## config.mk

```make
export PLATFORM = sky130hd
export DESIGN_NAME = ddwm_mix
export DESIGN_NICKNAME = d
export VERILOG_FILES = /design/src/rtl/ddwm_pkg.sv /design/src/rtl/ddwm_mix.sv
export SDC_FILE = /design/constraint.sdc
export NUM_CORES = 2
export LEC_CHECK = 0
export BUFFER_PORTS_ARGS = -buffer_cell sky130_fd_sc_hd__buf_2
export CORE_UTILIZATION = 35
export DETAILED_ROUTE_END_ITERATION = 16
export GPL_TIMING_DRIVEN = 0
export PLACE_DENSITY = 0.47
export SYNTH_ARGS = -nofsm -noshare
export SYNTH_HDL_FRONTEND = slang
export SYNTH_SLANG_ARGS = --single-unit
```

## constraint.sdc

```tcl
create_clock -name clk -period 8.5 [get_ports clk]
set_input_delay 2.125 -clock clk [delete_from_list [all_inputs] [get_ports clk]]
set_output_delay 2.125 -clock clk [all_outputs]
set_load 0.01 [all_outputs]
```

## src/rtl/ddwm_pkg.sv

```systemverilog
// Shared types, constants and width helpers for the wheel mixer.
package ddwm_pkg;

    localparam int SPEED_WIDTH_DEF = 16;

    localparam int CFG_DATA_W  = 16;
    localparam int CFG_INDEX_W = 2;

    localparam logic [CFG_INDEX_W-1:0] REG_HALF_WHEEL_BASE = 2'd0;
    localparam logic [CFG_INDEX_W-1:0] REG_MAX_WHEEL_SPEED = 2'd1;
    localparam logic [CFG_INDEX_W-1:0] REG_LEFT_GAIN       = 2'd2;

    localparam int HWB_W  = 16;
    localparam int MWS_W  = 15;
    localparam int GAIN_W = 16;

    localparam logic [HWB_W-1:0]  HWB_RESET  = 16'd2884;
    localparam logic [MWS_W-1:0]  MWS_RESET  = 15'd4096;
    localparam logic [GAIN_W-1:0] GAIN_RESET = 16'd16384;

    localparam int BASE_SHIFT = 16;
    localparam int GAIN_FRAC  = 14;
    localparam int MAX_SHIFT  = 30;

    localparam int            QUOT_W      = 8;
    localparam logic [7:0]    CODE_OFFSET = 8'h80;

    typedef struct packed {
        logic [HWB_W-1:0]  half_wheel_base;
        logic [MWS_W-1:0]  max_wheel_speed;
        logic [GAIN_W-1:0] left_gain;
    } cfg_t;

    // magnitude width of a wheel speed before gain
    function automatic int mag_width(input int speed_w);
        return speed_w + HWB_W + 1;
    endfunction

    // width of gained speeds and of the full scale value
    function automatic int val_width(input int speed_w);
        int a;
        int b;
        a = mag_width(speed_w) + GAIN_W;
        b = MWS_W + MAX_SHIFT;
        return (a > b) ? a : b;
    endfunction

    // width of the dividend 255 * (D + v) + D
    function automatic int num_width(input int speed_w);
        return val_width(speed_w) + QUOT_W + 1;
    endfunction

endpackage

```

## src/rtl/ddwm_mix.sv

```systemverilog
// Wheel speed mixing: turn arm product, left/right sums, gain and alignment.
module ddwm_mix
    import ddwm_pkg::*;
#(
    parameter int SPEED_WIDTH = SPEED_WIDTH_DEF
)(
    input  logic                                 clk,
    input  logic                                 rst_n,
    input  cfg_t                                 cfg,
    input  logic                                 in_valid,
    output logic                                 in_stall,
    input  logic signed [SPEED_WIDTH-1:0]        linear_speed,
    input  logic signed [SPEED_WIDTH-1:0]        turn_rate,
    output logic                                 out_valid,
    input  logic                                 out_stall,
    output logic [val_width(SPEED_WIDTH)-1:0]    left_mag,
    output logic [val_width(SPEED_WIDTH)-1:0]    right_mag,
    output logic                                 left_neg,
    output logic                                 right_neg
);

    localparam int MAG_W = mag_width(SPEED_WIDTH);
    localparam int VW    = val_width(SPEED_WIDTH);
    localparam int SUM_W = MAG_W + 1;
    localparam int GL_W  = MAG_W + GAIN_W;

    logic en1;
    logic en2;
    logic en3;

    logic v1_reg;
    logic v2_reg;
    logic v3_reg;

    logic signed [SPEED_WIDTH-1:0] lin1_reg;
    logic signed [MAG_W-1:0]       arm1_reg;
    logic signed [MAG_W-1:0]       arm_next;

    logic signed [SUM_W-1:0] base;
    logic signed [SUM_W-1:0] arm_ext;
    logic signed [SUM_W-1:0] vl;
    logic signed [SUM_W-1:0] vr;
    logic [SUM_W-1:0]        vl_abs;
    logic [SUM_W-1:0]        vr_abs;
    logic [MAG_W-1:0]        ml2_reg;
    logic [MAG_W-1:0]        mr2_reg;
    logic                    nl2_reg;
    logic                    nr2_reg;

    logic [MAG_W+GAIN_W-1:0]    gl_next;
    logic [MAG_W+GAIN_FRAC-1:0] gr_next;
    logic [VW-1:0]              gl3_reg;
    logic [VW-1:0]              gr3_reg;
    logic                       nl3_reg;
    logic                       nr3_reg;

    assign en3      = !v3_reg || !out_stall;
    assign en2      = !v2_reg || en3;
    assign en1      = !v1_reg || en2;
    assign in_stall = !en1;

    assign arm_next = MAG_W'(turn_rate) * MAG_W'($signed({1'b0, cfg.half_wheel_base}));

    assign base    = $signed({{2{lin1_reg[SPEED_WIDTH-1]}}, lin1_reg, {BASE_SHIFT{1'b0}}});
    assign arm_ext = $signed({arm1_reg[MAG_W-1], arm1_reg});
    assign vl      = base - arm_ext;
    assign vr      = base + arm_ext;
    assign vl_abs  = vl[SUM_W-1] ? SUM_W'(-vl) : SUM_W'(vl);
    assign vr_abs  = vr[SUM_W-1] ? SUM_W'(-vr) : SUM_W'(vr);

    assign gl_next = GL_W'(ml2_reg) * GL_W'(cfg.left_gain);
    assign gr_next = {mr2_reg, {GAIN_FRAC{1'b0}}};

    always_ff @(posedge clk or negedge rst_n)
    begin
        if (!rst_n)
        begin
            v1_reg <= 1'b0;
            v2_reg <= 1'b0;
            v3_reg <= 1'b0;
        end
        else
        begin
            if (en1)
            begin
                v1_reg <= in_valid;
            end
            if (en2)
            begin
                v2_reg <= v1_reg;
            end
            if (en3)
            begin
                v3_reg <= v2_reg;
            end
        end
    end

    always_ff @(posedge clk)
    begin
        if (en1)
        begin
            lin1_reg <= linear_speed;
            arm1_reg <= arm_next;
        end
        if (en2)
        begin
            ml2_reg <= vl_abs[MAG_W-1:0];
            mr2_reg <= vr_abs[MAG_W-1:0];
            nl2_reg <= vl[SUM_W-1];
            nr2_reg <= vr[SUM_W-1];
        end
        if (en3)
        begin
            gl3_reg <= VW'(gl_next);
            gr3_reg <= VW'(gr_next);
            nl3_reg <= nl2_reg;
            nr3_reg <= nr2_reg;
        end
    end

    assign out_valid = v3_reg;
    assign left_mag  = gl3_reg;
    assign right_mag = gr3_reg;
    assign left_neg  = nl3_reg;
    assign right_neg = nr3_reg;

endmodule

```

# Word level (Yosys, flattened, before mapping)
# Cells that the tools add are included.
[op_classes] reduce_logical=8 add_sub_neg=4 n_mux=2 multipliers=2
[op_table] cell="$mux W33" n=2
[op_table] cell="$neg A33 Y33" n=2
[op_table] cell="$mul A33 B16 Y49" n=1
[op_table] cell="$add A32 B33 Y34" n=1
[op_table] cell="$sub A32 B33 Y34" n=1
[op_table] cell="$mul A16 B17 Y33" n=1
[op_table] cell="$logic_not A1 Y1" n=5
[op_table] cell="$logic_or A1 B1 Y1" n=3
[word_totals] input_bits=83 register_bits=204 elab_cells=29 output_inout_bits=102

# Logic depth before layout (Yosys ltp)
[logic_depth] word_depth=5 ltp_mapped=25

# Least setup slack after synthesis
# OpenSTA, ideal clock, no wires.
[synth_timing] path_type="input -> register" startpoint="input cfg[1] (netlist name)" endpoint="register gl3_reg[47], in the netlist left_mag[47], data pin" cell_stages=22 t_arrival_ps=8050 path_slack_ps=193 path_cell_list="clkbuf_1 nand2_1 fa_1 fa_1 fa_1 inv_1 fa_1 fa_1 inv_1 fa_1 inv_1 ha_1 a21o_1 a21o_1 a221o_1 o21ai_1 a21oi_1 o41ai_1 o21ai_1 a221o_1 a21oi_1 xnor2_1"
[synth_between] elab_chain_cells=1
[synth_rtl] element="from (decl)" line="ddwm_mix.sv:9" rtl="input cfg_t cfg,"
[synth_rtl] element="$mul A33 B16 Y49" line="ddwm_mix.sv:71" rtl="assign gl_next = GL_W'(ml2_reg) * GL_W'(cfg.left_gain);"
[synth_rtl] element="via gl_next[47]" line="ddwm_mix.sv:50" rtl="logic [MAG_W+GAIN_W-1:0] gl_next;"
[synth_rtl] element="to (signal assigned)" line="ddwm_mix.sv:115" rtl="gl3_reg <= VW'(gl_next);"
[synth_rtl] element="to (decl)" line="ddwm_mix.sv:52" rtl="logic [VW-1:0] gl3_reg;"
# The timed path passes the listed nets, and every way through them passes these cells.
# A chain may end at the register's enable or synchronous reset.

# Worst setup path in the final report
[layout_timing] startpoint="input cfg[12] (netlist name)" endpoint="register gl3_reg[47], in the netlist left_mag[47], data pin"
# Same word-level chain as after synthesis.

==> reports/metrics.cfg <==
[outcome]
outcome=finished clean

[die]
row_count=115
core_area_um2=98900
die_x_um=319
boundaryPins=185
start_util_pct=35.5
dieArea_um2=101000
fp.dieH_um=319

[worst_setup_path]
r2r_cells=20
reg2reg_to=left_mag[47]
cp.arrival_ns=8.69
cp_max_fo=10
reg2reg_from=ml2_reg[9]
cp-start-kind=input pin
worstPathRequired_ns=8.86
critPathCaptureType=flop
regToRegSetupSlack_ns=0.87
path_class=in2reg

[place]
dp_cells=5140
place_area_um2=37600
dp_hpwl_um=86600
portBuffers=153
routabilityCongestion=0.904

[synth]
ys_seq_area_share_pct=17.3
async_flop_share_pct=1.48
synth.largest_area_cell=fa_1
synth-simple-area-share_pct=16.0
synth_top_cell_area_share_pct=35.8
synth_compound_area_share_pct=6.61
synth.distinct_cells=82
post-synth-top-count-cell=inv_1
synth_area_um2=35100
yosysWarnings=0
synthCells=3680
synthMuxAreaShare_pct=0.178
synth_area_leaders=fa_1 36%, edfxtp_1 17%, ha_1 9.9%, inv_1 8.0%, and2_1 5.7%
ys.flop_type=edfxtp_1
synth_commonest_cells=751 x inv_1, 627 x fa_1, 532 x nand2_1, 321 x and2_1, 278 x ha_1
postSynthAreaPerCell_um2=9.53
synth_top_family_by_area=adder cells
synth-edff-count=200
synth_fa_ha_area_share_pct=45.7
synth_xor_area_share_pct=4.12
yosys_register_bits=203

[cts]
h-tree-depth=1
cts_tree=done
cts-hold-fix-buffers=0
clkTransAtPathRegs_ns=0.06
cts_buffer_depth=3
cts_sinks=203
clk_root_buffer_cell=clkbuf_16
cts_buffers=26
worst_skew_pair.late_latency_ns=0.60

[global_route]
gr-total-overflow=0
grtUsageTotal_pct=20.6
grt_pass1_wl_um=158000
grt_start_max_net_pins=56
grt_pass1_vias=26143
grt_antenna_before_repair=5

[routing]
drt-initial-drc-count=1282
route.detailed.drc=0
postRouteAntennaNets=0
viasPerCell=4.87
wl_per_cell_um=19.9
via_count=25292
drtPass1Iterations=5
drt-total-wl_um=103000

[run]
maxCapViolCount=0

[finish]
fin_area_um2=38800
fillers=10110
multi_input_area_um2=25700
drive_above_1_share_pct=8.30
fin_util_pct=39.3
nNetsFinal=4871
seqCellArea_um2=6080
final_cells=5191
areaGrowthSynthToFinish_pct=10.7
largest_reg_flops=49

[timing]
tightest_slew_ns=1.28
fmax_ghz=0.120
fin_skew_ns=0.0299
fin_crit_sh_pct=98.0
slew_headroom_pct=14.7
finalCriticalPeriod_ns=8.33
finalSetupViolations=0
finalHoldViolations=0
drv_slew=0

[worst_hold_path]
min_path_cells=0
min_from=mr2_reg[27]
holdPathEnd=right_mag[41]
hp-class=reg2reg

==> metal layers <==
layer	wire length, um	up-vias	global-route usage, %
met5	0	-	0
met4	3230	0	5.65
met3	4600	131	2.44
met2	51600	556	36.1
met1	43700	12840	26.6
li1	-	11765	-
==> placed cells by master (no fill, tap or decap), drive strengths merged, types with 7 or more instances in the layout <==
cell / instances
clkinv: 16
inv: 752
buf: 209
a21o: 58
a21oi: 94
edfxtp: 200
and3: 19
conb: 16
nand4: 17
nand2: 532
o21bai: 15
o21a: 13
xor2: 50
a211oi: 11
nand2b: 31
and2: 321
o31ai: 10
ha: 278
xnor2: 115
nor2: 89
nand3: 26
or3: 14
nor2b: 17
o211ai: 7
o21ai: 52
a31oi: 18
fa: 627
nor3: 28
clkbuf: 146
==> cell type report <==
class / count / area share [%]
clock buffer: 30 / 1.72
antenna: 1 / 0.00645
tap: 1287 / 4.15
timing repair buffer: 166 / 2.39
multi-input combinational: 2574 / 66.2
inverter: 753 / 7.28
buffer: 159 / 2.14
sequential: 203 / 15.7
clock inverter: 18 / 0.419
==> what timing repair did <==
| action | 4_1_cts | 5_1_grt |
|---|---|---|
| setup endpoints to repair | 29 | 19 |
| buffers inserted | 4 | 4 |
| pin swaps | 5 | 9 |
| gates resized for setup | 76 | 80 |
==> metrics by stage <==
stage	hold slack [ns]	setup slack [ns]	TNS, ns
after floorplan	0.400	0.193	0
after global placement	0.404	-1.97	-41.51
after detailed placement	0.405	-1.92	-40.18
after CTS	0.418	0.000909	0
after global routing	0.424	-0.0112	-0.0112
final	0.416	0.170	0
==> worst max-delay path by stage <==
| stage | depth (start not counted) | start | slack, ns | endpoint |
|---|---|---|---|---|
| 2_1_floorplan | 22 | cfg[1] | 0.19 | left_mag[47] |
| 3_3_place_gp | 25 | cfg[9] | -1.97 | left_mag[45] |
| 3_5_place_dp | 25 | cfg[9] | -1.92 | left_mag[45] |
| 4_1_cts | 25 | cfg[8] | 0.0009 | left_mag[45] |
| 5_1_grt | 25 | cfg[8] | -0.01 | left_mag[47] |
| 6_report | 23 | cfg[12] | 0.17 | left_mag[47] |
==> critical path: stages <==
cell and delay, ns:
buf_2 0.27, clkbuf_4 0.33, nand2_1 0.10, fa_1 0.51, inv_1 0.06, fa_1 0.56
fa_1 0.43, fa_1 0.47, fa_1 0.49, inv_1 0.05, fa_1 0.47, inv_1 0.04
ha_1 0.35, and3_2 0.29, and2_1 0.17, a221o_1 0.40, o21ai_4 0.34, a21oi_4 0.13
o41ai_4 0.35, o21ai_4 0.13, a221o_1 0.35, a21oi_1 0.17, xnor2_1 0.07
==> kinds of logic (layout without fill, tap and decap cells) <==
| logic type | count (synthesis) | count (layout) |
|---|---|---|
| muxes | 5 | 5 |
| DFF | 203 | 203 |
| adders and majority gates | 905 | 905 |
| buffers and inverters | 918 | 1126 |
| and+or+nand+nor | 1139 | 1139 |
| other | 1 | 17 |
| xor gates and xnor gates | 165 | 165 |
| AOI/OAI and AO/OA | 344 | 344 |
Power is left out: the tool's default activity adds up to more than one toggle a clock period on the data nets, which glitch-free logic cannot reach.
