$ cat config.mk
export PLATFORM = sky130hd
export DESIGN_NAME = ddwm_div
export DESIGN_NICKNAME = d
export VERILOG_FILES = /design/src/rtl/ddwm_pkg.sv /design/src/rtl/ddwm_div.sv
export SDC_FILE = /design/constraint.sdc
export NUM_CORES = 2
export LEC_CHECK = 0
export BUFFER_PORTS_ARGS = -buffer_cell sky130_fd_sc_hd__buf_4
export CAP_MARGIN = 30
export CORE_MARGIN = 3
export CORE_UTILIZATION = 45
export DETAILED_ROUTE_END_ITERATION = 8
export PLACE_DENSITY = 0.62
export SYNTH_ARGS = -nofsm -noshare
export SYNTH_HDL_FRONTEND = slang
export SYNTH_SLANG_ARGS = --single-unit
$ cat constraint.sdc
create_clock -name clk -period 70.3 [get_ports clk]
set_input_delay 21.09 -clock clk [delete_from_list [all_inputs] [get_ports clk]]
set_output_delay 21.09 -clock clk [all_outputs]
set_load 0.01 [all_outputs]
$ cat src/rtl/ddwm_pkg.sv
// Shared types, constants and width helpers for the wheel mixer.
package ddwm_pkg;

    localparam int SPEED_WIDTH_DEF = 16;

    localparam int CFG_DATA_W  = 16;
    localparam int CFG_INDEX_W = 2;

    localparam logic [CFG_INDEX_W-1:0] REG_HALF_WHEEL_BASE = 2'd0;
    localparam logic [CFG_INDEX_W-1:0] REG_MAX_WHEEL_SPEED = 2'd1;
    localparam logic [CFG_INDEX_W-1:0] REG_LEFT_GAIN       = 2'd2;

    localparam int HWB_W  = 16;
    localparam int MWS_W  = 15;
    localparam int GAIN_W = 16;

    localparam logic [HWB_W-1:0]  HWB_RESET  = 16'd2884;
    localparam logic [MWS_W-1:0]  MWS_RESET  = 15'd4096;
    localparam logic [GAIN_W-1:0] GAIN_RESET = 16'd16384;

    localparam int BASE_SHIFT = 16;
    localparam int GAIN_FRAC  = 14;
    localparam int MAX_SHIFT  = 30;

    localparam int            QUOT_W      = 8;
    localparam logic [7:0]    CODE_OFFSET = 8'h80;

    typedef struct packed {
        logic [HWB_W-1:0]  half_wheel_base;
        logic [MWS_W-1:0]  max_wheel_speed;
        logic [GAIN_W-1:0] left_gain;
    } cfg_t;

    // magnitude width of a wheel speed before gain
    function automatic int mag_width(input int speed_w);
        return speed_w + HWB_W + 1;
    endfunction

    // width of gained speeds and of the full scale value
    function automatic int val_width(input int speed_w);
        int a;
        int b;
        a = mag_width(speed_w) + GAIN_W;
        b = MWS_W + MAX_SHIFT;
        return (a > b) ? a : b;
    endfunction

    // width of the dividend 255 * (D + v) + D
    function automatic int num_width(input int speed_w);
        return val_width(speed_w) + QUOT_W + 1;
    endfunction

endpackage

$ cat src/rtl/ddwm_div.sv
// Pipelined restoring divider: one code bit per stage for both wheels.
module ddwm_div
    import ddwm_pkg::*;
#(
    parameter int SPEED_WIDTH = SPEED_WIDTH_DEF
)(
    input  logic                                 clk,
    input  logic                                 rst_n,
    input  logic                                 in_valid,
    output logic                                 in_stall,
    input  logic [val_width(SPEED_WIDTH)-1:0]    den,
    input  logic [num_width(SPEED_WIDTH)-1:0]    left_num,
    input  logic [num_width(SPEED_WIDTH)-1:0]    right_num,
    output logic                                 out_valid,
    input  logic                                 out_stall,
    output logic [7:0]                           left_code,
    output logic [7:0]                           right_code
);

    localparam int VW = val_width(SPEED_WIDTH);
    localparam int NW = num_width(SPEED_WIDTH);

    logic [QUOT_W-1:0] vld_reg;
    logic [QUOT_W-1:0] en;

    logic [QUOT_W-1:0] ql_reg [QUOT_W];
    logic [QUOT_W-1:0] qr_reg [QUOT_W];
    logic [NW-1:0]     rl_reg [QUOT_W-1];
    logic [NW-1:0]     rr_reg [QUOT_W-1];
    logic [VW-1:0]     d_reg  [QUOT_W-1];

    genvar k;
    generate
        for (k = 0; k < QUOT_W; k++)
        begin : g_stage
            localparam int B = QUOT_W - 1 - k;

            logic              v_in;
            logic [NW-1:0]     rl_in;
            logic [NW-1:0]     rr_in;
            logic [VW-1:0]     d_in;
            logic [QUOT_W-1:0] ql_in;
            logic [QUOT_W-1:0] qr_in;
            logic [NW-1:0]     trial;
            logic              ge_l;
            logic              ge_r;

            if (k == 0)
            begin : g_first
                assign v_in  = in_valid;
                assign rl_in = left_num;
                assign rr_in = right_num;
                assign d_in  = den;
                assign ql_in = '0;
                assign qr_in = '0;
            end
            else
            begin : g_next
                assign v_in  = vld_reg[k-1];
                assign rl_in = rl_reg[k-1];
                assign rr_in = rr_reg[k-1];
                assign d_in  = d_reg[k-1];
                assign ql_in = ql_reg[k-1];
                assign qr_in = qr_reg[k-1];
            end

            if (k == QUOT_W - 1)
            begin : g_last_en
                assign en[k] = !vld_reg[k] || !out_stall;
            end
            else
            begin : g_mid_en
                assign en[k] = !vld_reg[k] || en[k+1];
            end

            // compare against 2 * D * 2^B
            assign trial = NW'(d_in) << (B + 1);
            assign ge_l  = rl_in >= trial;
            assign ge_r  = rr_in >= trial;

            always_ff @(posedge clk or negedge rst_n)
            begin
                if (!rst_n)
                begin
                    vld_reg[k] <= 1'b0;
                end
                else if (en[k])
                begin
                    vld_reg[k] <= v_in;
                end
            end

            always_ff @(posedge clk)
            begin
                if (en[k])
                begin
                    ql_reg[k] <= ql_in | (QUOT_W'(ge_l) << B);
                    qr_reg[k] <= qr_in | (QUOT_W'(ge_r) << B);
                end
            end

            if (k < QUOT_W - 1)
            begin : g_rem
                always_ff @(posedge clk)
                begin
                    if (en[k])
                    begin
                        rl_reg[k] <= ge_l ? (rl_in - trial) : rl_in;
                        rr_reg[k] <= ge_r ? (rr_in - trial) : rr_in;
                        d_reg[k]  <= d_in;
                    end
                end
            end
        end
    endgenerate

    assign in_stall   = !en[0];
    assign out_valid  = vld_reg[QUOT_W-1];
    assign left_code  = ql_reg[QUOT_W-1] + CODE_OFFSET;
    assign right_code = qr_reg[QUOT_W-1] + CODE_OFFSET;

endmodule

== After elaboration in Yosys (flattened, before gate mapping) ==
Memory sizes are Yosys's and may differ from the RTL's.
Cells that the tools add are included.
Operators by class
  $add $sub $neg: 16
  muxes and demuxes: 30
  bitwise gates (word level): 14
  reductions and logical operators: 18
  $lt $le $gt $ge: 16
Operators by type and width (number)
  $mux W58: 14
  $ge A58 B50 Y1: 2
  $ge A58 B51 Y1: 2
  $ge A58 B52 Y1: 2
  $ge A58 B53 Y1: 2
  $ge A58 B54 Y1: 2
  $ge A58 B55 Y1: 2
  $ge A58 B56 Y1: 2
  $ge A58 B57 Y1: 2
  $sub A58 B51 Y58: 2
  $sub A58 B52 Y58: 2
  $sub A58 B53 Y58: 2
  $sub A58 B54 Y58: 2
  $sub A58 B55 Y58: 2
  $sub A58 B56 Y58: 2
  $sub A58 B57 Y58: 2
  $add A8 B8 Y8 const B: 2
  $mux W1: 16
  $or A8 B1 Y8: 2
  $or A8 B2 Y8: 2
  $or A8 B3 Y8: 2
  $or A8 B4 Y8: 2
  $or A8 B5 Y8: 2
  $or A8 B6 Y8: 2
  other kinds (3): 20
Word-level totals
  bits in registers: 8
  logic and storage cells: 107
  output and inout bits: 18
  RAM bits: 1283
  input bits: 169
  memories: 5
Memories
  rl_reg: words 7, width 58, rd ports 7, clocked after memory_dff 0, write ports 7, line ddwm_div.sv:28  | logic [NW-1:0] rl_reg [QUOT_W-1];
  rr_reg: words 7, width 58, rd ports 7, clocked after memory_dff 0, write ports 7, line ddwm_div.sv:29  | logic [NW-1:0] rr_reg [QUOT_W-1];
  d_reg: words 7, width 49, rd ports 7, clocked after memory_dff 0, write ports 7, line ddwm_div.sv:30  | logic [VW-1:0] d_reg [QUOT_W-1];
  ql_reg: words 8, width 8, rd ports 8, clocked after memory_dff 0, write ports 8, line ddwm_div.sv:26  | logic [QUOT_W-1:0] ql_reg [QUOT_W];
  qr_reg: words 8, width 8, rd ports 8, clocked after memory_dff 0, write ports 8, line ddwm_div.sv:27  | logic [QUOT_W-1:0] qr_reg [QUOT_W];

== Longest topological paths before layout ==
  word-level depth: 11
  depth in mapped cells: 18
  gate-level depth less buffers: 16

== Worst setup path before layout ==
Ideal clock, no wire load.
  path kind: input to output
  start: in out_stall
  end: out in_stall
  cell stages on the path: 6
  path buffers: 0
  data arrival time: 31.042 ns
  setup slack: 18.168 ns
  data required time: 49.210 ns
  cells stage by stage: and3_1 and3_1 nand3_1 inv_1 nand3_1 inv_1
Between the ends
  cells in the longest elaborated chain, start to end: 10
RTL lines
  start: declaration: line ddwm_div.sv:15  | input logic out_stall,
  $logic_not A1 Y1: line ddwm_div.sv:69  | assign en[k] = !vld_reg[k] || !out_stall;
  $logic_or A1 B1 Y1: line ddwm_div.sv:69
  $logic_or A1 B1 Y1 (5 in series): line ddwm_div.sv:73  | assign en[k] = !vld_reg[k] || en[k+1];
  net en[2]: line ddwm_div.sv:24  | logic [QUOT_W-1:0] en;
  $logic_or A1 B1 Y1 (2 in series): line ddwm_div.sv:73
  $logic_not A1 Y1: line ddwm_div.sv:117  | assign in_stall = !en[0];
  end: declaration: line ddwm_div.sv:10  | output logic in_stall,
The timed path passes the listed nets, and every way through them passes these cells.

== Worst setup path in the final report ==
Ends and elaborated chain as after synthesis.

==> run_results.csv <==
group,metric,value,unit
outcome,outcome,"finished clean",
clock_network,cts_buffer_depth,3,
yosys,synthSimpleGateAreaFrac,13.6,%
yosys,syn_nets,10196,
timing,layout_worst_path_cycle_share,63.6,%
die,core,193000,um^2
yosys,synth_seq_area_share,42.1,%
worst_setup_path,arrival,23.62,ns
hold_path,min_path_type,"register to register",
yosys,synthCells,9229,
clock_network,numCtsBuffers,140,
timing,period_needed,44.71,ns
clock_network,clockRootBuffer,"clkbuf_16",
placed_design,gp_congestion,0.979,
cells_and_area,area_delta_synth_final,9.49,%
worst_setup_path,crit_slowest_cell,"nand3_4",
die,fp.dieArea,201000,um^2
cells_and_area,finish.utilization,49.8,%
placed_design,portBuffers,186,
yosys,synth-adder-area-share,11.5,%
global_route,grt_pass1_vias,69315,
clock_network,cts_resized,0,
yosys,synth_compound_area_share,20.5,%
yosys,synth_edf_count,1227,
yosys,synth_top_family_by_area,"compound AO/OA/AOI/OAI gates",
yosys,synth_warnings,0,
worst_setup_path,cp.required,49.21,ns
timing,finalSetupTns,0,ns
timing,slew_violations,0,
global_route,overflow,0,
yosys,async_reset_ff_share,0.648,%
power,ir_drop,0.0290,mV
timing,setup_violations,0,
power,clockPowerShare,14.3,%
drt,drtAntennaViolNets,0,
cells_and_area,drive_above_1_share,7.17,%
worst_setup_path,slowest_delay,0.53,ns
die,io_pins,187,
flow_run,drv_cap,0,
clock_network,clock-sinks,1235,
drt,drcViolationCount,0,
yosys,synth_mux_area_share,1.40,%
power,internal_power,2.79,mW
worst_setup_path,crit_fanout,48,
power,p_sw_share,44.7,%
power,comb_power_share,55.7,%
timing,worst_slew_pin_slew,1.01,ns
power,p_switching,2.25,mW
placed_design,hpwl,233000,um
clock_network,clkLatencyLatePin,0.80,ns
yosys,synth_flop_cell,"edfxtp_1",
drt,drt-total-wl,282000,um
clock_network,clk_pin_slew_worst_paths,0.06,ns
global_route,grt_pass1_wl,416000,um
worst_setup_path,crit_path_end_kind,"output pin",
drt,drtPass1Iterations,6,
worst_setup_path,start_kind,"input port",
clock_network,cts_tree,"built",
drt,first_iter_violations,5546,
global_route,grt_max_degree,123,
clock_network,post-cts-setup-buffer-count,0,
yosys,avgSynthCellArea,9.53,um^2
timing,fmax,0.0224,GHz
worst_setup_path,criticalPathCategory,"input port to output pin",
global_route,grt_usage,27.5,%
global_route,antenna_found_initial,6,
worst_setup_path,worstPathCellList,"buf_4 -> and3_1 -> and3_1 -> nand3_4 -> inv_1 -> nand3_4 -> inv_1 -> buf_4",
timing,maxSlewHeadroom,32.7,%
power,p_leak,39.2,nW
placed_design,dp_cells,11627,
yosys,yosys.area_share.xor_xnor,6.71,%
drt,routed_via_density,5.86,
timing,rsz0062_at_grt,"false",
die,die_h,448,um
timing,finalClockSkew,0.0325,ns
power,sequentialPowerShare,29.9,%
clock_network,htreeDepth,4,
clock_network,postCtsHoldBufs,0,
drt,post_drt_wl_per_cell,23.8,um
yosys,netlist_area,87900,um^2
power,p_per_area,52.4,nW/um^2
timing,hold_violations,0,
cells_and_area,final_cells,11884,
die,fp-row-count,161,
die,initial_core_util,45.5,%
drt,vias,69608,
die,dieWidth,448,um
cells_and_area,final_net_count,10212,
yosys,ys_seq_elements,1235,
yosys,synth_cell_type_count,99,
kinds of logic (layout without fill, tap and decap cells):
kind of cell               Yosys count  count (layout)
DFF                               1235            1235
and+or+nand+nor                   2513            2513
adders and majority gates          798             798
AOI/OAI and AO/OA                 2944            2944
buffers and inverters              955            1078
muxes                              110             110
other                                0               6
xor gates and xnor gates           674             674
cell usage after synthesis, drive strengths merged (103+ instances only):
library cell,number,area [um^2]
nor2,614,2300
o21ai,752,3770
clkbuf,291,1090
a21oi,1030,5150
nand4,188,1180
inv,578,2170
ha,784,9810
xnor2,390,3420
mux2,103,1160
xor2,284,2490
nand3,165,826
edfxtp,1227,36800
a21o,395,2970
o21bai,113,848
a31oi,109,701
nand2,870,3270
nor3,122,616
cell type report:
| type | count | area, um^2 |
|---|---|---|
| diodes | 6 | 15.0 |
| clock inverters | 92 | 957 |
| clock buffers | 157 | 3620 |
| repair buffers | 251 | 1940 |
| multi-input cells | 7039 | 47300 |
| flip-flops and latches | 1235 | 37000 |
| well taps | 2526 | 3160 |
| fillers | 17889 | 97100 |
| inverters | 578 | 2180 |
power groups by stage:
| stage | clock network [mW] | registers (mW) | logic, mW |
|---|---|---|---|
| 3_3_place_gp | 0 | 1.51 | 2.74 |
| 2_1_floorplan | 0 | 1.40 | 2.01 |
| 6_report | 0.723 | 1.51 | 2.81 |
| 3_5_place_dp | 0 | 1.51 | 2.76 |
| 5_1_grt | 0.771 | 1.53 | 3.10 |
| 4_1_cts | 0.744 | 1.50 | 2.78 |
stage by stage:
stage	setup slack (ns)	instance area [um^2]	hold WS, ns	total power [mW]
after detailed placement	25.58	91600	0.405	4.28
after global placement	25.60	91500	0.400	4.25
after floorplan	18.17	87900	0.400	3.42
after CTS	25.56	96200	0.413	5.02
final	25.59	96300	0.419	5.04
after global routing	25.33	96300	0.425	5.40
path summary, 6_finish.rpt:
path	from	to	slack [ns]	depth (start not counted)
min in group asynchronous	rst_n	g_stage[1].v_in	20.11	1
min reg2reg	ql_reg[0][14]	ql_reg[0][22]	0.42	0
max	out_stall	in_stall	25.59	8
max in group asynchronous	rst_n	g_stage[6].v_in	50.05	1
max reg2reg	d_reg[1][20]	rl_reg[2][54]	64.02	16
min	ql_reg[0][14]	ql_reg[0][22]	0.42	0
cell usage in the layout, fill, tap and decap left out, types with 18 or more instances in the layout:
cell type  count
edfxtp_1    1227
a21oi_1     1028
nand2_1      864
ha_1         784
o21ai_0      740
nor2_1       614
inv_1        571
a21o_1       395
xnor2_1      390
xor2_1       284
buf_4        240
nand4_1      188
nand3_1      162
clkbuf_16    142
nor3_1       120
o21bai_1     113
a31oi_1      105
mux2_2       103
and3_1       102
nor2b_1      102
nand2b_1      87
o21a_1        72
a211oi_1      70
o31ai_1       52
and2_1        47
o211ai_1      45
nor4_1        39
a221oi_1      28
or3_1         27
or2_2         27
clkinv_2      25
a41oi_1       22
and4_1        20
a221o_1       20
o31a_1        19
clkinv_1      19
nand4b_1      18
a211o_1       18
worst max-delay path, delay by kind of cell:
family	cells	cell delay, ns
AND/OR/NAND/NOR	4	1.72
buffers and inverters	4	0.78
layer usage:
layer / global-route usage [%] / wire (um) / vias up
met3: 2.36 / 10400 / 567
met1: 33.8 / 119000 / 32809
met5: 0 / 0 / -
met4: 18.0 / 20800 / 0
met2: 46.6 / 132000 / 2082
li1: - / - / 34150
(Power assumes the default switching activity.)
