==> config.mk <==
export PLATFORM = sky130hd
export DESIGN_NAME = ddwm_norm
export DESIGN_NICKNAME = d
export VERILOG_FILES = /design/src/rtl/ddwm_pkg.sv /design/src/rtl/ddwm_norm.sv
export SDC_FILE = /design/constraint.sdc
export NUM_CORES = 1
export LEC_CHECK = 0
export BUFFER_PORTS_ARGS = -buffer_cell sky130_fd_sc_hd__buf_2
export CORE_MARGIN = 4
export CORE_UTILIZATION = 45
export DETAILED_ROUTE_END_ITERATION = 8
export SYNTH_ARGS = -nofsm -noshare
export SYNTH_HDL_FRONTEND = slang
export SYNTH_SLANG_ARGS = --single-unit
==> constraint.sdc <==
create_clock -name clk -period 13.76 [get_ports clk]
set_input_delay 2.752 -clock clk [delete_from_list [all_inputs] [get_ports clk]]
set_output_delay 2.752 -clock clk [all_outputs]
set_load 0.005 [all_outputs]
==> src/rtl/ddwm_pkg.sv <==
// Shared types, constants and width helpers for the wheel mixer.
package ddwm_pkg;

    localparam int SPEED_WIDTH_DEF = 16;

    localparam int CFG_DATA_W  = 16;
    localparam int CFG_INDEX_W = 2;

    localparam logic [CFG_INDEX_W-1:0] REG_HALF_WHEEL_BASE = 2'd0;
    localparam logic [CFG_INDEX_W-1:0] REG_MAX_WHEEL_SPEED = 2'd1;
    localparam logic [CFG_INDEX_W-1:0] REG_LEFT_GAIN       = 2'd2;

    localparam int HWB_W  = 16;
    localparam int MWS_W  = 15;
    localparam int GAIN_W = 16;

    localparam logic [HWB_W-1:0]  HWB_RESET  = 16'd2884;
    localparam logic [MWS_W-1:0]  MWS_RESET  = 15'd4096;
    localparam logic [GAIN_W-1:0] GAIN_RESET = 16'd16384;

    localparam int BASE_SHIFT = 16;
    localparam int GAIN_FRAC  = 14;
    localparam int MAX_SHIFT  = 30;

    localparam int            QUOT_W      = 8;
    localparam logic [7:0]    CODE_OFFSET = 8'h80;

    typedef struct packed {
        logic [HWB_W-1:0]  half_wheel_base;
        logic [MWS_W-1:0]  max_wheel_speed;
        logic [GAIN_W-1:0] left_gain;
    } cfg_t;

    // magnitude width of a wheel speed before gain
    function automatic int mag_width(input int speed_w);
        return speed_w + HWB_W + 1;
    endfunction

    // width of gained speeds and of the full scale value
    function automatic int val_width(input int speed_w);
        int a;
        int b;
        a = mag_width(speed_w) + GAIN_W;
        b = MWS_W + MAX_SHIFT;
        return (a > b) ? a : b;
    endfunction

    // width of the dividend 255 * (D + v) + D
    function automatic int num_width(input int speed_w);
        return val_width(speed_w) + QUOT_W + 1;
    endfunction

endpackage

==> src/rtl/ddwm_norm.sv <==
// Full scale selection and dividend forming for the code division.
module ddwm_norm
    import ddwm_pkg::*;
#(
    parameter int SPEED_WIDTH = SPEED_WIDTH_DEF
)(
    input  logic                                 clk,
    input  logic                                 rst_n,
    input  cfg_t                                 cfg,
    input  logic                                 in_valid,
    output logic                                 in_stall,
    input  logic [val_width(SPEED_WIDTH)-1:0]    left_mag,
    input  logic [val_width(SPEED_WIDTH)-1:0]    right_mag,
    input  logic                                 left_neg,
    input  logic                                 right_neg,
    output logic                                 out_valid,
    input  logic                                 out_stall,
    output logic [val_width(SPEED_WIDTH)-1:0]    den,
    output logic [num_width(SPEED_WIDTH)-1:0]    left_num,
    output logic [num_width(SPEED_WIDTH)-1:0]    right_num
);

    localparam int VW = val_width(SPEED_WIDTH);
    localparam int AW = VW + 1;
    localparam int NW = num_width(SPEED_WIDTH);

    logic en4;
    logic en5;
    logic en6;
    logic en7;

    logic v4_reg;
    logic v5_reg;
    logic v6_reg;
    logic v7_reg;

    logic [VW-1:0] dlr4_reg;
    logic [VW-1:0] gl4_reg;
    logic [VW-1:0] gr4_reg;
    logic          nl4_reg;
    logic          nr4_reg;

    logic [MWS_W-1:0] mws_nz;
    logic [VW-1:0]    d0;
    logic [VW-1:0]    d5_reg;
    logic [VW-1:0]    gl5_reg;
    logic [VW-1:0]    gr5_reg;
    logic             nl5_reg;
    logic             nr5_reg;

    logic [AW-1:0] al_next;
    logic [AW-1:0] ar_next;
    logic [AW-1:0] al6_reg;
    logic [AW-1:0] ar6_reg;
    logic [VW-1:0] d6_reg;

    logic [NW-1:0] nl_next;
    logic [NW-1:0] nr_next;
    logic [NW-1:0] nl7_reg;
    logic [NW-1:0] nr7_reg;
    logic [VW-1:0] d7_reg;

    assign en7      = !v7_reg || !out_stall;
    assign en6      = !v6_reg || en7;
    assign en5      = !v5_reg || en6;
    assign en4      = !v4_reg || en5;
    assign in_stall = !en4;

    assign mws_nz = (cfg.max_wheel_speed == '0) ? MWS_W'(1) : cfg.max_wheel_speed;
    assign d0     = VW'({mws_nz, {MAX_SHIFT{1'b0}}});

    assign al_next = nl5_reg ? (AW'(d5_reg) - AW'(gl5_reg)) : (AW'(d5_reg) + AW'(gl5_reg));
    assign ar_next = nr5_reg ? (AW'(d5_reg) - AW'(gr5_reg)) : (AW'(d5_reg) + AW'(gr5_reg));

    // 255 * a + D as (a << 8) - a + D
    assign nl_next = NW'({al6_reg, {QUOT_W{1'b0}}}) - NW'(al6_reg) + NW'(d6_reg);
    assign nr_next = NW'({ar6_reg, {QUOT_W{1'b0}}}) - NW'(ar6_reg) + NW'(d6_reg);

    always_ff @(posedge clk or negedge rst_n)
    begin
        if (!rst_n)
        begin
            v4_reg <= 1'b0;
            v5_reg <= 1'b0;
            v6_reg <= 1'b0;
            v7_reg <= 1'b0;
        end
        else
        begin
            if (en4)
            begin
                v4_reg <= in_valid;
            end
            if (en5)
            begin
                v5_reg <= v4_reg;
            end
            if (en6)
            begin
                v6_reg <= v5_reg;
            end
            if (en7)
            begin
                v7_reg <= v6_reg;
            end
        end
    end

    always_ff @(posedge clk)
    begin
        if (en4)
        begin
            dlr4_reg <= (left_mag > right_mag) ? left_mag : right_mag;
            gl4_reg  <= left_mag;
            gr4_reg  <= right_mag;
            nl4_reg  <= left_neg;
            nr4_reg  <= right_neg;
        end
        if (en5)
        begin
            d5_reg  <= (dlr4_reg > d0) ? dlr4_reg : d0;
            gl5_reg <= gl4_reg;
            gr5_reg <= gr4_reg;
            nl5_reg <= nl4_reg;
            nr5_reg <= nr4_reg;
        end
        if (en6)
        begin
            al6_reg <= al_next;
            ar6_reg <= ar_next;
            d6_reg  <= d5_reg;
        end
        if (en7)
        begin
            nl7_reg <= nl_next;
            nr7_reg <= nr_next;
            d7_reg  <= d6_reg;
        end
    end

    assign out_valid = v7_reg;
    assign den       = d7_reg;
    assign left_num  = nl7_reg;
    assign right_num = nr7_reg;

endmodule

## Word level (Yosys, flattened, before mapping)

Cells that the tools add are included.

- Bits in registers: 616
- Bits in latches: 0
- Memory bits (writable): 0
- ROM bits: 0
- Input bits: 151
- Output and inout bits: 167
- Logic and storage cells: 47
- Memories kept: 0

- Add/sub/neg operators: 8
- $mul: 0
- Divide/modulo/power cells: 0
- Magnitude comparators: 2
- Eq/ne operators: 0
- Shift operators: 0
- Muxes and demuxes: 5
- Bitwise gates (word level): 0
- Reductions and logical operators: 11

Operators by type and width:

| kind | count |
|---|---|
| adder 58 x 49 -> 58 bit | 2 |
| subtractor 58 x 50 -> 58 bit | 2 |
| adder 49 x 49 -> 50 bit | 2 |
| 2-to-1 mux 50 bit | 2 |
| subtractor 49 x 49 -> 50 bit | 2 |
| > comparator 49 x 45 -> 1 bit | 1 |
| > comparator 49 bit | 1 |
| 2-to-1 mux 49 bit | 1 |
| 2-to-1 mux 45 bit | 1 |
| logical NOT 15 bit | 1 |
| 2-to-1 mux 15 bit | 1 |
| logical NOT 1 bit | 6 |
| logical OR 1 bit | 4 |

## Depth between registers and ports, before layout

Gate-level depths: netlist (run 1).

- Depth in word-level cells: 6
- Mapped depth: 22

## Worst setup path after synthesis (run 1)

No wires, ideal clock.

- Kind: input-to-output
- From: input out_stall
- To: output in_stall
- Arrival time: 6968 ps
- Setup slack: 4040 ps
- Stages: 3
- Path buffers: 0
- Path through: and3_1 -> nand3_1 -> inv_1

- Word-level cells in the longest chain between the ends: 6

Ends and longest elaborated chain:

| item | line | text |
|---|---|---|
| start, declared | ddwm_norm.sv:17 | `input logic out_stall,` |
| logical NOT 1 bit | ddwm_norm.sv:63 | `assign en7 = !v7_reg \|\| !out_stall;` |
| logical OR 1 bit | ddwm_norm.sv:63 |  |
| logical OR 1 bit | ddwm_norm.sv:64 | `assign en6 = !v6_reg \|\| en7;` |
| logical OR 1 bit | ddwm_norm.sv:65 | `assign en5 = !v5_reg \|\| en6;` |
| logical OR 1 bit | ddwm_norm.sv:66 | `assign en4 = !v4_reg \|\| en5;` |
| logical NOT 1 bit | ddwm_norm.sv:67 | `assign in_stall = !en4;` |
| end, declared | ddwm_norm.sv:11 | `output logic in_stall,` |

Every way passes these cells.

## Final worst setup path (run 1)

Same ends and word-level chain as after synthesis.

==> impl_metrics.tcl, run 1 <==
set metrics [dict create \
    min_path_type "flop to flop" \
    syn_inst 3452 \
    rows 106 \
    async_flop_share 0.00649 \
    drc_errors 0 \
    slew_headroom 0.176 \
    yosysMostFrequentCell "edfxtp_1" \
    routedWlPerCell_um 20.2 \
    hold_buffers 0 \
    die_w_um 298 \
    first_pass_iters 5 \
    synth_edf_count 612 \
    synth_top_area_share 0.484 \
    worstSetupEndpointType "primary output" \
    cpPeakStageDelay_ps 370 \
    worstMarginPinSlew_ps 1200 \
    cts_buffers 67 \
    wl_met3_um 4200 \
    clockBufferDepth 3 \
    fin_setup_tns_ps 0 \
    first_global_vias 25600 \
    multi_input_area_sq_um 17500 \
    viasPerCell 5.35 \
    clock-sinks 616 \
    dr.first_iter.drc_count 1761 \
    ys_top_cells_by_count "612 x edfxtp_1, 441 x inv_1, 303 x a21oi_1" \
    wl_um 98200 \
    die_area_sq_um 89000 \
    hp-start "gl4_reg[46]" \
    cts_tree "done" \
    period_share 0.459 \
    ys_seq_area_frac 0.487 \
    drive_gt1_frac 0.124 \
    core_sq_um 83600 \
    reg2reg_depth 18 \
    io_pins 318 \
    num_vias 26000 \
    fin_skew_ps 29.1 \
    yosysTopAreaCell "edfxtp_1" \
    r2r_end "al6_reg[39]" \
    grt_max_degree 83 \
    syn-num-nets 3983 \
    port_buffers 285 \
    drt.antenna.violating_nets 0 \
    r2r_setup_slack_ps 8230 \
    status "completed" \
    fmax_mhz 158 \
    finalSetupViolCount 0 \
    crit_fanout 3 \
    area_growth_pct 12.3 \
    layout_min_cycle_time_ps 6310 \
    cts_max_level 3 \
    grt_pass1_wl_um 149000 \
    gr-usage-all-layers 0.217 \
    insertion_delay_ps 600 \
    start_util 0.454 \
    clk_pin_slew_worst_paths_ps 60 \
    critical_path_arrival_ps 3560 \
    timing.hold.ws_ps 410 \
    critPathSlowestCell "and3_1" \
    gp_congestion 0.898 \
    fillCellCount 7580 \
    r2r_start "gl5_reg[3]" \
    gr-total-overflow 0 \
    cts.repair.resized 0 \
    critical_path_class "input port to primary output" \
    synth_flop_cell "edfxtp_1" \
    cp_top_family "simple AND/OR/NAND/NOR gates" \
    maxCapViolCount 0 \
    hold_depth 0 \
    synth.distinct_cells 79 \
    fp.dieH_um 298 \
    post_cts_buffers 0 \
    worst-path-buf-inv 3 \
    synth_area_leaders "edfxtp_1 48%, ha_1 9.7%, xnor2_1 4.9%" \
    crit_top_cell "buf_2" \
    dpl.hpwl_um 80900 \
    top_layer_used "met5" \
    synth_area_sq_um 37900 \
    num-nets-final 4255 \
    seqCellArea_sq_um 18500 \
    worst_setup_path_start_kind "input port" \
    hold_viol_final 0 \
    placed_cell_area_sq_um 40500 \
    design_area_sq_um 42600 \
    dr_wl_met2_um 44900 \
    antenna_found_initial 3 \
    wl_met1_um 47100 \
    cts-root-buf "clkbuf_16" \
    rsz0062_at_grt "false" \
    slew_violations 0 \
    synth_warnings 0 \
    hold_end "gl5_reg[46]" \
    path_cells "buf_2 -> and3_1 -> nand3_4 -> inv_1 -> buf_2" \
    yosys_register_bits 616 \
    critical_path_required_ps 11010 \
    synth.avg_cell_area_sq_um 11.0 \
]
[cell usage in the layout, fill, tap and decap left out, drive strengths merged, types with 146 or more instances in the layout]
cell    count
xnor2     213
a21oi     303
buf       302
ha        294
inv       444
nor2      203
o21ai     146
edfxtp    612
a21o      146
nand2     186
[per-stage QoR]
stage	std cells	utilization	worst slack, ps
6_report	4853	0.510	7450
5_1_grt	4852	0.510	7390
4_1_cts	4851	0.510	7430
3_5_place_dp	4735	0.485	7450
3_3_place_gp	4735	0.485	7440
2_1_floorplan	3452	-	4040
[metal layers]
metal,up-vias,GRT usage
li1,12900,-
met1,12400,0.319
met2,563,0.349
met3,102,0.0241
met4,2,0.0519
met5,-,0
[worst max path at each step]
stage / start / slack, ps / to / depth (start not counted)
floorplan: out_stall / 4040 / in_stall / 3
global placement: out_stall / 7440 / in_stall / 5
detailed placement: out_stall / 7450 / in_stall / 5
CTS: out_stall / 7430 / in_stall / 5
global route: out_stall / 7390 / in_stall / 5
finish: out_stall / 7450 / in_stall / 5
[worst register-to-register path, delay by kind of cell, from the launching register on]
family	cells	cell delay, ps
compound gates	8	2210
xor+xnor	2	350
fa+ha+maj	1	420
flops	1	420
simple gates	7	1900
[cell families (layout without fill, tap and decap cells)]
kind of cell / after synthesis / after routing / share of synthesized area
buf+inv: 540 / 859 / 0.0536
mux: 50 / 50 / 0.0147
other cells: 0 / 2 / 0
simple gates: 723 / 723 / 0.0929
xor+xnor: 294 / 294 / 0.0679
compound gates: 849 / 849 / 0.141
fa+ha+maj: 380 / 380 / 0.142
flops: 616 / 616 / 0.487
[cell type report]
cell class,count,area share
flip-flops and latches,616,0.434
well taps,1080,0.0317
diodes,2,0.000118
inverters,441,0.0390
clock buffers,82,0.0422
multi-input cells,2296,0.411
repair buffers,302,0.0365
clock inverters,34,0.00608
Power of run 1 is not shown: default switching activity piles up to over one toggle a cycle in this logic, so the estimate is an artifact.
==> run 2: changes to the inputs <==
--- a/config.mk
+++ b/config.mk
@@ -9,6 +9,7 @@
 export CORE_MARGIN = 4
 export CORE_UTILIZATION = 45
 export DETAILED_ROUTE_END_ITERATION = 8
+export PLACE_DENSITY = 0.65
 export SYNTH_ARGS = -nofsm -noshare
 export SYNTH_HDL_FRONTEND = slang
 export SYNTH_SLANG_ARGS = --single-unit
==> constraint.sdc (replaced) <==
create_clock -name clk -period 5.6 [get_ports clk]
set_input_delay 1.12 -clock clk [delete_from_list [all_inputs] [get_ports clk]]
set_output_delay 1.12 -clock clk [all_outputs]
set_load 0.005 [all_outputs]
==> impl_metrics.tcl, run 2 (synthesis gave the netlist of run 1 again) <==
set metrics [dict create \
    fin_setup_tns_ps 0 \
    cts.repair.resized 0 \
    fmax_mhz 204 \
    hold_viol_final 0 \
    grt_pass1_wl_um 148000 \
    num_vias 26000 \
    path_cells "nor3_1 -> nand2_1 -> nor3_1 -> and2_1 -> nand2_1 -> nor4_1 -> nor2_1 -> xnor2_1 -> ha_1 -> nand4_1 -> a21oi_1 -> o31ai_1 -> o21ai_0 -> a31oi_1 -> o41ai_1 -> a41oi_1 -> o31ai_1 -> a21oi_1 -> xnor2_1" \
    dr.first_iter.drc_count 2073 \
    critical_path_required_ps 5970 \
    gp_congestion 0.902 \
    r2r_end "al6_reg[39]" \
    cts_tree "done" \
    grt_max_degree 151 \
    final_cell_mix "612 x edfxtp_1, 440 x inv_1, 303 x a21oi_1, 294 x ha_1, 285 x buf_2" \
    finalSetupViolCount 0 \
    clockBufferDepth 3 \
    gr-total-overflow 0 \
    cts_max_level 2 \
    final_common_cell "edfxtp_1" \
    clk_pin_slew_worst_paths_ps 60 \
    area_growth_pct 12.3 \
    num-nets-final 4266 \
    critical_path_class "flop to flop" \
    clock-sinks 616 \
    worstSetupEndpointType "flop" \
    drc_errors 0 \
    insertion_delay_ps 630 \
    worstMarginPinSlew_ps 970 \
    die_area_sq_um 89000 \
    crit_fanout 7 \
    drt.antenna.violating_nets 0 \
    status "completed" \
    dpl.hpwl_um 79900 \
    critPathSlowestCell "o41ai_1" \
    core_sq_um 83600 \
    layout_min_cycle_time_ps 4910 \
    start_util 0.454 \
    r2r_start "gl5_reg[7]" \
    placed_cell_area_sq_um 40700 \
    wl_um 97100 \
    reg2reg_depth 19 \
    fin_skew_ps 30.8 \
    slew_violations 0 \
    critical_path_arrival_ps 5280 \
    slew_headroom 0.353 \
    hold_buffers 0 \
    maxCapViolCount 0 \
    r2r_setup_slack_ps 690 \
    first_pass_iters 5 \
    utilization 0.510 \
    cts-root-buf "clkbuf_16" \
    io_pins 318 \
    fillCellCount 7461 \
    min_path_type "input port to asynchronous set/reset pin" \
    design_area_sq_um 42600 \
    viasPerCell 5.33 \
    routedWlPerCell_um 19.9 \
    die_w_um 298 \
    period_share 0.877 \
    cpPeakStageDelay_ps 780 \
    drive_gt1_frac 0.128 \
    port_buffers 285 \
    fp.dieH_um 298 \
    first_global_vias 25500 \
    rsz0062_at_grt "false" \
    rows 106 \
    antenna_found_initial 5 \
    post_cts_buffers 0 \
    cts_buffers 61 \
    worst_setup_path_start_kind "flop" \
    gr-usage-all-layers 0.214 \
]
run 2: cell count changes in the layout (fill, tap and decap cells not counted), moves of 3 or more:
cell / before / now
clkinv_1: 18 / 11
clkbuf_16: 70 / 61
clkbuf_1: 12 / 16
clkinv_2: 3 / 11
buf_4: 17 / 29
clkinv_8: 3 / 0
buf_12: 0 / 5
clkbuf_8: 0 / 4
run 2: final cells by class:
type | count | area [sq um] | area share
flip-flops and latches | 616 | 18500 | 0.434
multi-input cells | 2296 | 17500 | 0.410
repair buffers | 319 | 1740 | 0.0409
inverters | 441 | 1660 | 0.0390
clock buffers | 81 | 1640 | 0.0385
well taps | 1080 | 1350 | 0.0317
clock inverters | 32 | 248 | 0.00581
diodes | 1 | 2.50 | 0.0000587
run 2: worst max-delay path by stage:
stage                     startpoint          end  slack [ps]  cells after the start
final                     gl5_reg[7]  al6_reg[39]         690                     19
after global routing      gl5_reg[7]  al6_reg[39]         180                     19
after CTS                 gl5_reg[7]  al6_reg[39]         660                     19
after detailed placement  gl5_reg[7]  al6_reg[39]         680                     19
after global placement    gl5_reg[3]  al6_reg[39]         690                     19
after floorplan            out_stall       den[0]         420                      1
run 2: metal layers:
layer / wire length [um] / GRT usage / share of wire / vias up
li1: - / - / - / 13000
met1: 46100 / 0.310 / 0.47 / 12300
met2: 44400 / 0.349 / 0.46 / 601
met3: 4590 / 0.0263 / 0.047 / 111
met4: 2000 / 0.0454 / 0.021 / 8
met5: 45 / 0 / 0.00046 / -
run 2: worst max-delay path: cells and delay by family (launching register included):
kind | cells | cell delay (ps)
xor+xnor | 2 | 300
simple gates | 8 | 1500
compound gates | 8 | 2040
fa+ha+maj | 1 | 420
flops | 1 | 430
run 2: per-stage QoR:
stage | hold slack (ps) | setup WS, ps | cells
2_1_floorplan | 400 | 415 | 3452
3_3_place_gp | 401 | 687 | 4752
3_5_place_dp | 405 | 683 | 4752
4_1_cts | 259 | 665 | 4865
5_1_grt | 269 | 176 | 4866
6_report | 302 | 690 | 4866
Power of run 2 is left out for the same reason.
==> run 3: changes to the inputs <==
--- a/config.mk
+++ b/config.mk
@@ -5,11 +5,11 @@
 export SDC_FILE = /design/constraint.sdc
 export NUM_CORES = 1
 export LEC_CHECK = 0
+export ABC_AREA = 1
 export BUFFER_PORTS_ARGS = -buffer_cell sky130_fd_sc_hd__buf_2
 export CORE_MARGIN = 4
 export CORE_UTILIZATION = 45
 export DETAILED_ROUTE_END_ITERATION = 8
-export PLACE_DENSITY = 0.65
 export SYNTH_ARGS = -nofsm -noshare
 export SYNTH_HDL_FRONTEND = slang
 export SYNTH_SLANG_ARGS = --single-unit
==> impl_metrics.tcl, run 3 <==
set metrics [dict create \
    status "completed" \
    clockBufferDepth 3 \
    ys_seq_area_frac 0.420 \
    ys_top_cells_by_count "1,588 x nand2_1, 1,172 x inv_1, 612 x edfxtp_1" \
    finalSetupViolCount 0 \
    io_pins 318 \
    drc_errors 0 \
    die_w_um 321 \
    busiest_layer "met2" \
    placed_cell_area_sq_um 47100 \
    routedWlPerCell_um 20.3 \
    worstMarginPinSlew_ps 1090 \
    critical_path_arrival_ps 4710 \
    core_sq_um 96900 \
    viasPerCell 5.09 \
    drive_gt1_frac 0.0726 \
    layoutNonFillerInstCount 7294 \
    slew_headroom 0.272 \
    worstSetupEndpointType "flop" \
    synth.avg_cell_area_sq_um 7.82 \
    syn-num-nets 6161 \
    synth_warnings 0 \
    worst-path-buf-inv 1 \
    path_cells "inv_1 -> o21ai_1 -> nand2_1 -> nor2_1 -> xor2_1 -> ha_1 -> a21oi_1 -> o21ai_0 -> a21oi_1 -> a21boi_0 -> nand3_1 -> nand2_1 -> nand2_1" \
    post_cts_buffers 0 \
    slew_violations 0 \
    fin_skew_ps 35.4 \
    yosysMostFrequentCell "nand2_1" \
    async_flop_share 0.00649 \
    critical_path_class "flop to flop" \
    gr-total-overflow 0 \
    cpPeakStageDelay_ps 810 \
    cts.repair.resized 0 \
    final_cell_mix "1,587 x nand2_1, 1,169 x inv_1, 612 x edfxtp_1, 578 x nor2_1, 323 x nand3_1" \
    antenna_found_initial 3 \
    cp_top_family "compound AO/OA/AOI/OAI gates" \
    synth_area_leaders "edfxtp_1 42%, nand2_1 14%, inv_1 10%" \
    timing.hold.ws_ps 279 \
    gp_congestion 0.993 \
    diodes 0 \
    fillCellCount 9609 \
    grt_max_degree 151 \
    syn_inst 5630 \
    insertion_delay_ps 660 \
    layout_min_cycle_time_ps 4330 \
    synth_edf_count 612 \
    port_buffers 285 \
    gr-usage-all-layers 0.285 \
    use_met2 0.474 \
    synth_area_sq_um 44000 \
    final_common_cell "nand2_1" \
    cts-root-buf "clkbuf_16" \
    critical_path_required_ps 5980 \
    fmax_mhz 231 \
    design_area_sq_um 49400 \
    dpl.hpwl_um 127000 \
    yosysTopAreaCell "edfxtp_1" \
    synth_top_area_share 0.417 \
    rows 114 \
    worst_setup_path_start_kind "flop" \
    post-place-cells 7169 \
    clk_pin_slew_worst_paths_ps 60 \
    period_share 0.773 \
    fp.dieH_um 321 \
    first_global_vias 35500 \
    area_growth_pct 12.1 \
    min_path_type "input port to asynchronous set/reset pin" \
    die_area_sq_um 103000 \
    first_pass_iters 6 \
    grt_pass1_wl_um 218000 \
    maxCapViolCount 0 \
    drt.antenna.violating_nets 0 \
    gr-usage-met1 0.386 \
    hold_buffers 0 \
    cts_buffers 70 \
    start_util 0.455 \
    num_vias 37100 \
    wl_um 148000 \
    critPathSlowestCell "edfxtp_1" \
    num-nets-final 6496 \
    crit_top_cell "nand2_1" \
    synth_flop_cell "edfxtp_1" \
    dr.first_iter.drc_count 2694 \
    hold_viol_final 0 \
    yosys_register_bits 616 \
    met3_usage 0.0251 \
    crit_fanout 32 \
    rsz0062_at_grt "false" \
    cts_max_level 3 \
    synth.distinct_cells 44 \
    cts_tree "done" \
    clock-sinks 616 \
]
## run 3: per-stage QoR
stage / utilization / setup WS, ps / TNS (ps)
floorplan: - / -4260 / -864520
global placement: 0.486 / 1410 / 0
detailed placement: 0.486 / 1430 / 0
CTS: 0.510 / 1440 / 0
global route: 0.510 / 1040 / 0
finish: 0.510 / 1270 / 0
## run 3: logic make-up (layout without fill, tap and decap cells)
group | after synthesis | count (layout) | synth area share
flops | 616 | 616 | 0.420
fa+ha+maj | 380 | 380 | 0.123
buf+inv | 1214 | 1602 | 0.104
xor+xnor | 198 | 198 | 0.0394
compound gates | 534 | 534 | 0.0642
simple gates | 2688 | 2688 | 0.250
## run 3: path summary, 6_finish.rpt
kind                                 start     endpoint  slack [ps]  cells after the start
max in group asynchronous            rst_n       v4_reg        5200                      1
worst min-delay path                 rst_n       v6_reg         280                      1
worst min register to register  gr4_reg[0]   gr5_reg[0]         420                      0
worst max-delay path               nr5_reg  ar6_reg[44]        1270                     13
min in group clk                gr4_reg[0]   gr5_reg[0]         420                      0
worst max register to register     nr5_reg  ar6_reg[44]        1270                     13
## run 3: layout make-up
| type | instances | area [sq um] | share of cell area |
|---|---|---|---|
| well taps | 1276 | 1600 | 0.0323 |
| inverters | 1176 | 4430 | 0.0896 |
| repair buffers | 301 | 1580 | 0.0321 |
| flip-flops and latches | 616 | 18500 | 0.374 |
| multi-input cells | 3800 | 21000 | 0.425 |
| clock buffers | 88 | 1890 | 0.0383 |
| clock inverters | 37 | 415 | 0.00841 |
## run 3: metal layers
layer  up-vias  wire (um)
li1      18600          -
met1     17100      65500
met2      1155      68400
met3       223       7420
met4         2       7000
met5         -         13
Power of run 3 is left out for the same reason.
